**config.mk**
```make
export PLATFORM = sky130hd
export DESIGN_NAME = bytemap_contiguous_allocator
export DESIGN_NICKNAME = d
export VERILOG_FILES = /design/src/rtl/core/bca_pkg.sv /design/src/rtl/core/bca_map_ram.sv /design/src/rtl/core/bca_cfg_regs.sv /design/src/rtl/core/bca_engine.sv /design/src/rtl/core/bytemap_contiguous_allocator.sv
export SDC_FILE = /design/constraint.sdc
export NUM_CORES = 2
export LEC_CHECK = 0
export BUFFER_PORTS_ARGS = -buffer_cell sky130_fd_sc_hd__buf_4
export CAP_MARGIN = 20
export CELL_PAD_IN_SITES_DETAIL_PLACEMENT = 1
export CELL_PAD_IN_SITES_GLOBAL_PLACEMENT = 1
export CORE_MARGIN = 2
export CORE_UTILIZATION = 35
export CTS_BUF_LIST = sky130_fd_sc_hd__clkbuf_4 sky130_fd_sc_hd__clkbuf_8
export DETAILED_ROUTE_END_ITERATION = 8
export PLACE_DENSITY_LB_ADDON = 0.1
export SLEW_MARGIN = 5
export SYNTH_ARGS = -nofsm -noshare
export SYNTH_HDL_FRONTEND = slang
export SYNTH_HIERARCHICAL = 1
export SYNTH_SLANG_ARGS = --single-unit
```
**constraint.sdc**
```tcl
create_clock -name clk -period 53.5 [get_ports clk]
set_input_delay 8.025 -clock clk [delete_from_list [all_inputs] [get_ports clk]]
set_output_delay 8.025 -clock clk [all_outputs]
set_load 0.02 [all_outputs]
```
**src/rtl/core/bca_pkg.sv**
```systemverilog
`timescale 1ns / 1ps
`default_nettype none

package bca_pkg;

    // map geometry
    localparam int ENTRIES = 1024;
    localparam int IDX_W   = $clog2(ENTRIES);
    localparam int CNT_W   = IDX_W + 1;

    // configuration registers
    localparam int CFG_W    = 11;
    localparam int CMP_W    = (CFG_W > CNT_W) ? CFG_W : CNT_W;
    localparam int APB_DW   = 32;
    localparam int PADDR_W  = 4;
    localparam int REG_IDX_W = 2;

    localparam logic [REG_IDX_W-1:0] REG_LARGE_END  = 2'd0;
    localparam logic [REG_IDX_W-1:0] REG_SMALL_END  = 2'd1;
    localparam logic [REG_IDX_W-1:0] REG_DATA_COUNT = 2'd2;

    localparam logic [CFG_W-1:0] LARGE_END_RST  = CFG_W'(512);
    localparam logic [CFG_W-1:0] SMALL_END_RST  = CFG_W'(1024);
    localparam logic [CFG_W-1:0] DATA_COUNT_RST = CFG_W'(1024);

    // request codes
    localparam logic MODE_FIND = 1'b0;
    localparam logic MODE_SET  = 1'b1;

    localparam logic [1:0] SEL_LARGE = 2'd0;
    localparam logic [1:0] SEL_SMALL = 2'd1;
    localparam logic [1:0] SEL_DATA  = 2'd2;

    // result codes
    localparam logic [1:0] ST_OK      = 2'd0;
    localparam logic [1:0] ST_RANGE   = 2'd1;
    localparam logic [1:0] ST_HOLDS   = 2'd2;
    localparam logic [1:0] ST_NOSPACE = 2'd3;

    typedef struct packed {
        logic [CFG_W-1:0] large_end;
        logic [CFG_W-1:0] small_end;
        logic [CFG_W-1:0] data_count;
    } cfg_t;

    typedef struct packed {
        logic             re;
        logic             we;
        logic [IDX_W-1:0] addr;
        logic             wdata;
    } ram_req_t;

    function automatic logic [CNT_W-1:0] clamp_end(input logic [CFG_W-1:0] v);
        logic [CNT_W-1:0] r;
        if (CMP_W'(v) > CMP_W'(ENTRIES))
            r = CNT_W'(ENTRIES);
        else
            r = CNT_W'(v);
        return r;
    endfunction

endpackage

`default_nettype wire

```
**src/rtl/core/bca_map_ram.sv**
```systemverilog
`timescale 1ns / 1ps
`default_nettype none

module bca_map_ram
(
    input  wire logic              clk,
    input  wire bca_pkg::ram_req_t req,
    output logic                   rdata
);

    logic map_mem [bca_pkg::ENTRIES];
    logic rdata_reg;

    always_ff @(posedge clk)
    begin
        if (req.we)
            map_mem[req.addr] <= req.wdata;
        if (req.re)
            rdata_reg <= map_mem[req.addr];
    end

    assign rdata = rdata_reg;

endmodule

`default_nettype wire

```
**src/rtl/core/bca_cfg_regs.sv**
```systemverilog
`timescale 1ns / 1ps
`default_nettype none

module bca_cfg_regs
(
    input  wire logic                         clk,
    input  wire logic                         rst_n,
    input  wire logic                         psel,
    input  wire logic                         penable,
    input  wire logic                         pwrite,
    input  wire logic [bca_pkg::PADDR_W-1:0]  paddr,
    input  wire logic [bca_pkg::APB_DW-1:0]   pwdata,
    output logic      [bca_pkg::APB_DW-1:0]   prdata,
    output logic                              pready,
    output bca_pkg::cfg_t                     cfg
);

    bca_pkg::cfg_t cfg_reg;
    bca_pkg::cfg_t cfg_next;
    logic [bca_pkg::REG_IDX_W-1:0] reg_idx;
    logic wr_en;

    assign reg_idx = paddr[bca_pkg::PADDR_W-1:2];
    assign pready  = 1'b1;
    assign wr_en   = psel && penable && pwrite;

    always_comb
    begin
        cfg_next = cfg_reg;
        if (wr_en)
        begin
            unique case (reg_idx)
                bca_pkg::REG_LARGE_END:  cfg_next.large_end  = pwdata[bca_pkg::CFG_W-1:0];
                bca_pkg::REG_SMALL_END:  cfg_next.small_end  = pwdata[bca_pkg::CFG_W-1:0];
                bca_pkg::REG_DATA_COUNT: cfg_next.data_count = pwdata[bca_pkg::CFG_W-1:0];
                default: ;
            endcase
        end
    end

    always_comb
    begin
        unique case (reg_idx)
            bca_pkg::REG_LARGE_END:  prdata = bca_pkg::APB_DW'(cfg_reg.large_end);
            bca_pkg::REG_SMALL_END:  prdata = bca_pkg::APB_DW'(cfg_reg.small_end);
            bca_pkg::REG_DATA_COUNT: prdata = bca_pkg::APB_DW'(cfg_reg.data_count);
            default:                 prdata = '0;
        endcase
    end

    always_ff @(posedge clk or negedge rst_n)
    begin
        if (!rst_n)
        begin
            cfg_reg.large_end  <= bca_pkg::LARGE_END_RST;
            cfg_reg.small_end  <= bca_pkg::SMALL_END_RST;
            cfg_reg.data_count <= bca_pkg::DATA_COUNT_RST;
        end
        else
        begin
            cfg_reg <= cfg_next;
        end
    end

    assign cfg = cfg_reg;

endmodule

`default_nettype wire

```
**src/rtl/core/bca_engine.sv**
```systemverilog
`timescale 1ns / 1ps
`default_nettype none

module bca_engine
(
    input  wire logic                       clk,
    input  wire logic                       rst_n,
    input  wire bca_pkg::cfg_t              cfg,
    input  wire logic                       in_valid,
    output logic                            in_ready,
    input  wire logic                       mode,
    input  wire logic [1:0]                 map_select,
    input  wire logic [bca_pkg::IDX_W-1:0]  first_entry,
    input  wire logic [bca_pkg::CNT_W-1:0]  run_length,
    input  wire logic                       new_value,
    output logic                            out_valid,
    input  wire logic                       out_ready,
    output logic      [1:0]                 status,
    output logic      [bca_pkg::IDX_W-1:0]  position,
    output bca_pkg::ram_req_t               inode_req,
    output bca_pkg::ram_req_t               data_req,
    input  wire logic                       inode_rdata,
    input  wire logic                       data_rdata
);

    localparam int IDX_W = bca_pkg::IDX_W;
    localparam int CNT_W = bca_pkg::CNT_W;

    localparam logic [2:0] S_CLEAR  = 3'd0;
    localparam logic [2:0] S_IDLE   = 3'd1;
    localparam logic [2:0] S_START  = 3'd2;
    localparam logic [2:0] S_FIND   = 3'd3;
    localparam logic [2:0] S_CHECK  = 3'd4;
    localparam logic [2:0] S_WRITE  = 3'd5;
    localparam logic [2:0] S_RESULT = 3'd6;

    logic [2:0]       state_reg, state_next;
    logic [CNT_W-1:0] clr_reg, clr_next;
    logic             mode_reg, mode_next;
    logic [1:0]       sel_reg, sel_next;
    logic [IDX_W-1:0] first_reg, first_next;
    logic [CNT_W-1:0] len_reg, len_next;
    logic             val_reg, val_next;
    logic [CNT_W-1:0] lo_reg, lo_next;
    logic [CNT_W-1:0] hi_reg, hi_next;
    logic [CNT_W-1:0] rd_idx_reg, rd_idx_next;
    logic [CNT_W-1:0] end_reg, end_next;
    logic             dv_reg, dv_next;
    logic [CNT_W-1:0] dt_idx_reg, dt_idx_next;
    logic [CNT_W-1:0] run_reg, run_next;
    logic [CNT_W-1:0] wr_idx_reg, wr_idx_next;
    logic [1:0]       res_status_reg, res_status_next;
    logic [IDX_W-1:0] res_pos_reg, res_pos_next;
    logic             out_valid_reg, out_valid_next;
    logic [1:0]       out_status_reg, out_status_next;
    logic [IDX_W-1:0] out_pos_reg, out_pos_next;

    logic [CNT_W-1:0] le, se, dc;
    logic             issue;
    logic             bit_rd;
    logic [CNT_W:0]   set_end;
    logic [CNT_W-1:0] run_inc;
    logic [CNT_W-1:0] found_pos;
    bca_pkg::ram_req_t req;

    assign le = bca_pkg::clamp_end(cfg.large_end);
    assign se = bca_pkg::clamp_end(cfg.small_end);
    assign dc = bca_pkg::clamp_end(cfg.data_count);

    assign issue     = (rd_idx_reg < end_reg);
    assign bit_rd    = (sel_reg == bca_pkg::SEL_DATA) ? data_rdata : inode_rdata;
    assign set_end   = (CNT_W + 1)'(first_reg) + (CNT_W + 1)'(len_reg);
    assign run_inc   = run_reg + CNT_W'(1);
    assign found_pos = dt_idx_reg + CNT_W'(1) - len_reg;

    always_comb
    begin
        state_next      = state_reg;
        clr_next        = clr_reg;
        mode_next       = mode_reg;
        sel_next        = sel_reg;
        first_next      = first_reg;
        len_next        = len_reg;
        val_next        = val_reg;
        lo_next         = lo_reg;
        hi_next         = hi_reg;
        rd_idx_next     = rd_idx_reg;
        end_next        = end_reg;
        dv_next         = 1'b0;
        dt_idx_next     = dt_idx_reg;
        run_next        = run_reg;
        wr_idx_next     = wr_idx_reg;
        res_status_next = res_status_reg;
        res_pos_next    = res_pos_reg;
        out_valid_next  = out_valid_reg;
        out_status_next = out_status_reg;
        out_pos_next    = out_pos_reg;

        req       = '0;
        inode_req = '0;
        data_req  = '0;

        if (out_valid_reg && out_ready)
            out_valid_next = 1'b0;

        unique case (state_reg)
            S_CLEAR:
            begin
                req.we    = 1'b1;
                req.addr  = clr_reg[IDX_W-1:0];
                req.wdata = 1'b0;
                clr_next  = clr_reg + CNT_W'(1);
                if (clr_reg == CNT_W'(bca_pkg::ENTRIES - 1))
                    state_next = S_IDLE;
            end

            S_IDLE:
            begin
                if (in_valid)
                begin
                    mode_next  = mode;
                    sel_next   = map_select;
                    first_next = first_entry;
                    len_next   = run_length;
                    val_next   = new_value;
                    unique case (map_select)
                        bca_pkg::SEL_LARGE:
                        begin
                            lo_next = '0;
                            hi_next = le;
                        end
                        bca_pkg::SEL_SMALL:
                        begin
                            lo_next = le;
                            hi_next = (se < le) ? le : se;
                        end
                        default:
                        begin
                            lo_next = '0;
                            hi_next = dc;
                        end
                    endcase
                    state_next = S_START;
                end
            end

            S_START:
            begin
                res_pos_next = '0;
                run_next     = '0;
                if (len_reg == '0 || !(sel_reg == bca_pkg::SEL_LARGE ||
                    sel_reg == bca_pkg::SEL_SMALL || sel_reg == bca_pkg::SEL_DATA))
                begin
                    res_status_next = bca_pkg::ST_RANGE;
                    state_next      = S_RESULT;
                end
                else if (mode_reg == bca_pkg::MODE_FIND)
                begin
                    rd_idx_next = lo_reg;
                    end_next    = hi_reg;
                    state_next  = S_FIND;
                end
                else if (CNT_W'(first_reg) < lo_reg || set_end > (CNT_W + 1)'(hi_reg))
                begin
                    res_status_next = bca_pkg::ST_RANGE;
                    state_next      = S_RESULT;
                end
                else
                begin
                    rd_idx_next = CNT_W'(first_reg);
                    end_next    = set_end[CNT_W-1:0];
                    state_next  = S_CHECK;
                end
            end

            S_FIND:
            begin
                req.re      = issue;
                req.addr    = rd_idx_reg[IDX_W-1:0];
                dv_next     = issue;
                dt_idx_next = rd_idx_reg;
                if (issue)
                    rd_idx_next = rd_idx_reg + CNT_W'(1);
                if (dv_reg)
                begin
                    if (!bit_rd)
                    begin
                        run_next = run_inc;
                        if (run_inc == len_reg)
                        begin
                            res_status_next = bca_pkg::ST_OK;
                            res_pos_next    = found_pos[IDX_W-1:0];
                            dv_next         = 1'b0;
                            state_next      = S_RESULT;
                        end
                    end
                    else
                    begin
                        run_next = '0;
                    end
                end
                else if (!issue)
                begin
                    // nothing in flight and region exhausted
                    res_status_next = bca_pkg::ST_NOSPACE;
                    state_next      = S_RESULT;
                end
            end

            S_CHECK:
            begin
                req.re      = issue;
                req.addr    = rd_idx_reg[IDX_W-1:0];
                dv_next     = issue;
                dt_idx_next = rd_idx_reg;
                if (issue)
                    rd_idx_next = rd_idx_reg + CNT_W'(1);
                if (dv_reg)
                begin
                    if (bit_rd == val_reg)
                    begin
                        res_status_next = bca_pkg::ST_HOLDS;
                        dv_next         = 1'b0;
                        state_next      = S_RESULT;
                    end
                end
                else if (!issue)
                begin
                    wr_idx_next = CNT_W'(first_reg);
                    state_next  = S_WRITE;
                end
            end

            S_WRITE:
            begin
                req.we      = 1'b1;
                req.addr    = wr_idx_reg[IDX_W-1:0];
                req.wdata   = val_reg;
                wr_idx_next = wr_idx_reg + CNT_W'(1);
                if (wr_idx_next == end_reg)
                begin
                    res_status_next = bca_pkg::ST_OK;
                    res_pos_next    = first_reg;
                    state_next      = S_RESULT;
                end
            end

            S_RESULT:
            begin
                // hold until the output register is free
                if (!out_valid_reg || out_ready)
                begin
                    out_valid_next  = 1'b1;
                    out_status_next = res_status_reg;
                    out_pos_next    = res_pos_reg;
                    state_next      = S_IDLE;
                end
            end

            default:
            begin
                state_next = S_IDLE;
            end
        endcase

        if (state_reg == S_CLEAR)
        begin
            inode_req = req;
            data_req  = req;
        end
        else if (sel_reg == bca_pkg::SEL_DATA)
        begin
            data_req = req;
        end
        else
        begin
            inode_req = req;
        end
    end

    always_ff @(posedge clk or negedge rst_n)
    begin
        if (!rst_n)
        begin
            state_reg     <= S_CLEAR;
            clr_reg       <= '0;
            dv_reg        <= 1'b0;
            out_valid_reg <= 1'b0;
        end
        else
        begin
            state_reg     <= state_next;
            clr_reg       <= clr_next;
            dv_reg        <= dv_next;
            out_valid_reg <= out_valid_next;
        end
    end

    always_ff @(posedge clk)
    begin
        mode_reg       <= mode_next;
        sel_reg        <= sel_next;
        first_reg      <= first_next;
        len_reg        <= len_next;
        val_reg        <= val_next;
        lo_reg         <= lo_next;
        hi_reg         <= hi_next;
        rd_idx_reg     <= rd_idx_next;
        end_reg        <= end_next;
        dt_idx_reg     <= dt_idx_next;
        run_reg        <= run_next;
        wr_idx_reg     <= wr_idx_next;
        res_status_reg <= res_status_next;
        res_pos_reg    <= res_pos_next;
        out_status_reg <= out_status_next;
        out_pos_reg    <= out_pos_next;
    end

    assign in_ready  = (state_reg == S_IDLE);
    assign out_valid = out_valid_reg;
    assign status    = out_status_reg;
    assign position  = out_pos_reg;

endmodule

`default_nettype wire

```
**src/rtl/core/bytemap_contiguous_allocator.sv**
```systemverilog
// Channel   Handshake                      Payload
// config    psel penable pwrite pready     paddr pwdata prdata
// request   in_valid in_ready              mode map_select first_entry run_length new_value
// result    out_valid out_ready            status position
//
// After reset both maps are swept to zero, one entry per cycle over all 1024 entries;
// no request is taken during the sweep, configuration writes are.
// A find reads the region entry by entry from its start up to the end of the first fitting
// run, through the single read port of the map. A set makes a read pass over the run, then,
// if no entry already holds the new value, a write pass. A finished result waits in the
// output register while the next request is taken.
`timescale 1ns / 1ps
`default_nettype none

module bytemap_contiguous_allocator
(
    input  wire logic                          clk,
    input  wire logic                          rst_n,
    input  wire logic                          psel,
    input  wire logic                          penable,
    input  wire logic                          pwrite,
    input  wire logic [bca_pkg::PADDR_W-1:0]   paddr,
    input  wire logic [bca_pkg::APB_DW-1:0]    pwdata,
    output logic      [bca_pkg::APB_DW-1:0]    prdata,
    output logic                               pready,
    input  wire logic                          in_valid,
    output logic                               in_ready,
    input  wire logic                          mode,
    input  wire logic [1:0]                    map_select,
    input  wire logic [bca_pkg::IDX_W-1:0]     first_entry,
    input  wire logic [bca_pkg::CNT_W-1:0]     run_length,
    input  wire logic                          new_value,
    output logic                               out_valid,
    input  wire logic                          out_ready,
    output logic      [1:0]                    status,
    output logic      [bca_pkg::IDX_W-1:0]     position
);

    bca_pkg::cfg_t     cfg;
    bca_pkg::ram_req_t inode_req;
    bca_pkg::ram_req_t data_req;
    logic              inode_rdata;
    logic              data_rdata;

    bca_cfg_regs u_cfg
    (
        .clk     (clk),
        .rst_n   (rst_n),
        .psel    (psel),
        .penable (penable),
        .pwrite  (pwrite),
        .paddr   (paddr),
        .pwdata  (pwdata),
        .prdata  (prdata),
        .pready  (pready),
        .cfg     (cfg)
    );

    bca_map_ram u_inode_map
    (
        .clk   (clk),
        .req   (inode_req),
        .rdata (inode_rdata)
    );

    bca_map_ram u_data_map
    (
        .clk   (clk),
        .req   (data_req),
        .rdata (data_rdata)
    );

    bca_engine u_engine
    (
        .clk         (clk),
        .rst_n       (rst_n),
        .cfg         (cfg),
        .in_valid    (in_valid),
        .in_ready    (in_ready),
        .mode        (mode),
        .map_select  (map_select),
        .first_entry (first_entry),
        .run_length  (run_length),
        .new_value   (new_value),
        .out_valid   (out_valid),
        .out_ready   (out_ready),
        .status      (status),
        .position    (position),
        .inode_req   (inode_req),
        .data_req    (data_req),
        .inode_rdata (inode_rdata),
        .data_rdata  (data_rdata)
    );

endmodule

`default_nettype wire

```
==> results.toml <==
[final_layout]
nFillCells = 29500
area_growth_pct = 13.2
multi_input_area_sq_um = 30100
seqCellArea_sq_um = 66500
drive_above_1_share_pct = 14.6
fin_nets = 7943

[critical_path]
crit_arrival_ps = 9400
cp_max_fo = 15
path_class = "primary input to output port"
startpoint_type = "primary input"
worstPathRequired_ps = 45470
worstSetupEndpointType = "output port"

[global_route]
grt_pass1_vias = 66700
antenna_found_initial = 18
met2_usage_pct = 37.6
busiest_layer = "met2"
grt_overflow = 0
grt_pass1_wl_um = 483000
grt_usage_pct = 23.2
met3_usage_pct = 2.73
use_met1_pct = 32.9
grt_start_max_net_pins = 255

[status]
outcome = "completed"

[power_and_ir_drop]
p_leak_nw = 34.6
p_per_area_nw_per_um2 = 44.9
ir_drop_mv = 0.0415

[synth]
synth_top_area_cell = "edfxtp_1"
synth_top_area_share_pct = 65.6
synthCells = 7777
yosysUniqueCellTypes = 92
synth_area_leaders = "edfxtp_1 (66%), mux2i_1 (9.4%), nor2_1 (8.5%)"
synth_area_per_cell_sq_um = 12.8
synthFlopType = "edfxtp_1"
ys_seq_area_share_pct = 66.8
synth.top_cells.by_count = "nor2_1 (2256), edfxtp_1 (2175), mux2i_1 (936)"
ys_warn_count = 6
synth_most_common_cell = "nor2_1"
synth_area_sq_um = 99600
synth_seq_cells = 2224
synth-edff-count = 2175
synthArstFlopShare_pct = 2.20

[die]
core.rowCount = 195
die_w_um = 537
coreArea_sq_um = 283000
num_io_pins = 115
start_util_pct = 35.2
die_h_um = 537
fp.dieArea_sq_um = 289000

[timing]
report.final.hold_viol_count = 0
period_share_pct = 32.6
rsz0062_at_grt = "no"
finalCriticalPeriod_ps = 17430
report.final.slew_viol_count = 0
worstMarginPinSlew_ps = 1210
slew_headroom_pct = 19.1
setup_tns_ps = 0
clock.fmax_mhz = 57.4
skew_ps = 79.3
setup_viol = 0
whs_ps = 413

[routing]
ant_nets = 0
first_pass_iters = 5
drc = 0
drt_iter0_markers = 5743
routedWlPerCell_um = 28.8
vias = 64800
drt_wl_total_um = 341000
viasPerCell = 5.47

[clocking]
cts_buffers = 404
postCtsSetupBuffers = 0
clock_sinks = 2224
clock_latency_ps = 1090
cts_buffer_depth = 4
clockRootBuffer = "clkbuf_8"
hold_buffers = 0
htreeDepth = 5
cts_tree = "yes"
ctsResizeCount = 0
clk_pin_slew_ps = 60

[placed_design]
gp_congestion = 0.784
dp.final_hpwl_um = 184000
port_buffers = 69

[run]
drv_cap = 0

[worst_hold_path]
hold_class = "flop to flop"
-- report_power, final --
| part | switching [mW] | internal [mW] | leakage [nW] |
|---|---|---|---|
| sequential | 0.0475 | 1.99 | 20.7 |
| clock | 0.739 | 0.836 | 4.06 |
| combinational | 0.969 | 0.484 | 9.89 |
-- final cells by class --
cell class | count | share of cell area (%)
Inverter | 66 | 0.220
Clock inverter | 144 | 0.748
Multi-Input combinational cell | 4803 | 26.7
Antenna cell | 5 | 0.0111
Sequential cell | 2224 | 59.0
Clock buffer | 566 | 6.06
Tap cell | 3743 | 4.15
Timing Repair Buffer | 303 | 3.07
-- critical path: stages --
cell and delay, ps:
buf_4 200, nor2b_1 730, nand2_1 130, o21ai_0 130, buf_4 180
-- path summary, 6_finish.rpt --
check	from	endpoint	slack, ps	depth (start not counted)
worst max-delay path	paddr[2]	prdata[8]	36070	5
worst max register to register	u_engine/state_reg[2]	u_inode_map/rdata	45780	16
worst min-delay path	u_engine/res_pos_reg[1]	u_engine/position[1]	410	0
min in group asynchronous	rst_n	u_cfg/cfg[5]	7040	1
max in group asynchronous	rst_n	u_engine/out_valid	45950	1
worst min register to register	u_engine/res_pos_reg[1]	u_engine/position[1]	410	0
-- layer usage --
metal	vias to the layer above	share of wire [%]
met5	-	0.019
met1	34200	45
met4	8	2.5
met3	516	5.3
li1	28300	-
met2	1806	47
-- kinds of logic after synthesis --
kind of cell	count (synthesis)	share of synthesized area [%]
simple gates	2903	12.1
fa+ha+maj	73	0.932
compound gates	689	4.52
buf+inv	770	3.55
mux	1045	11.4
other cells	2	0.00754
xor+xnor	71	0.646
flops	2224	66.8
-- metrics by stage --
stage,std cells,power [mW],instance area [sq um],worst slack (ps),utilization (%)
detailed placement,11100,3.50,104000,36080,36.7
CTS,11800,5.09,111000,36070,39.4
global placement,11100,3.49,103000,36010,36.6
floorplan,7797,3.02,99600,23850,-
global route,11900,5.27,113000,36010,39.9
finish,11900,5.07,113000,36070,39.9
-- placed cells by master (no fill, tap or decap), types with 25 or more instances in the layout --
master	instances
clkbuf_8	412
inv_1	64
o2111ai_1	25
nor3_1	55
dfrtp_1	46
nor2_1	2234
nand3_1	57
clkbuf_4	154
nand2_2	45
a211oi_1	26
nor4_1	95
edfxtp_1	2175
clkinv_1	95
buf_16	53
mux4_2	64
buf_4	237
nand2_1	185
mux2i_1	936
mux2_2	35
o21ai_0	79
o211ai_1	25
a21oi_1	44
ha_1	71
xnor2_1	49
o22ai_1	398
(Power assumes the default switching activity.)
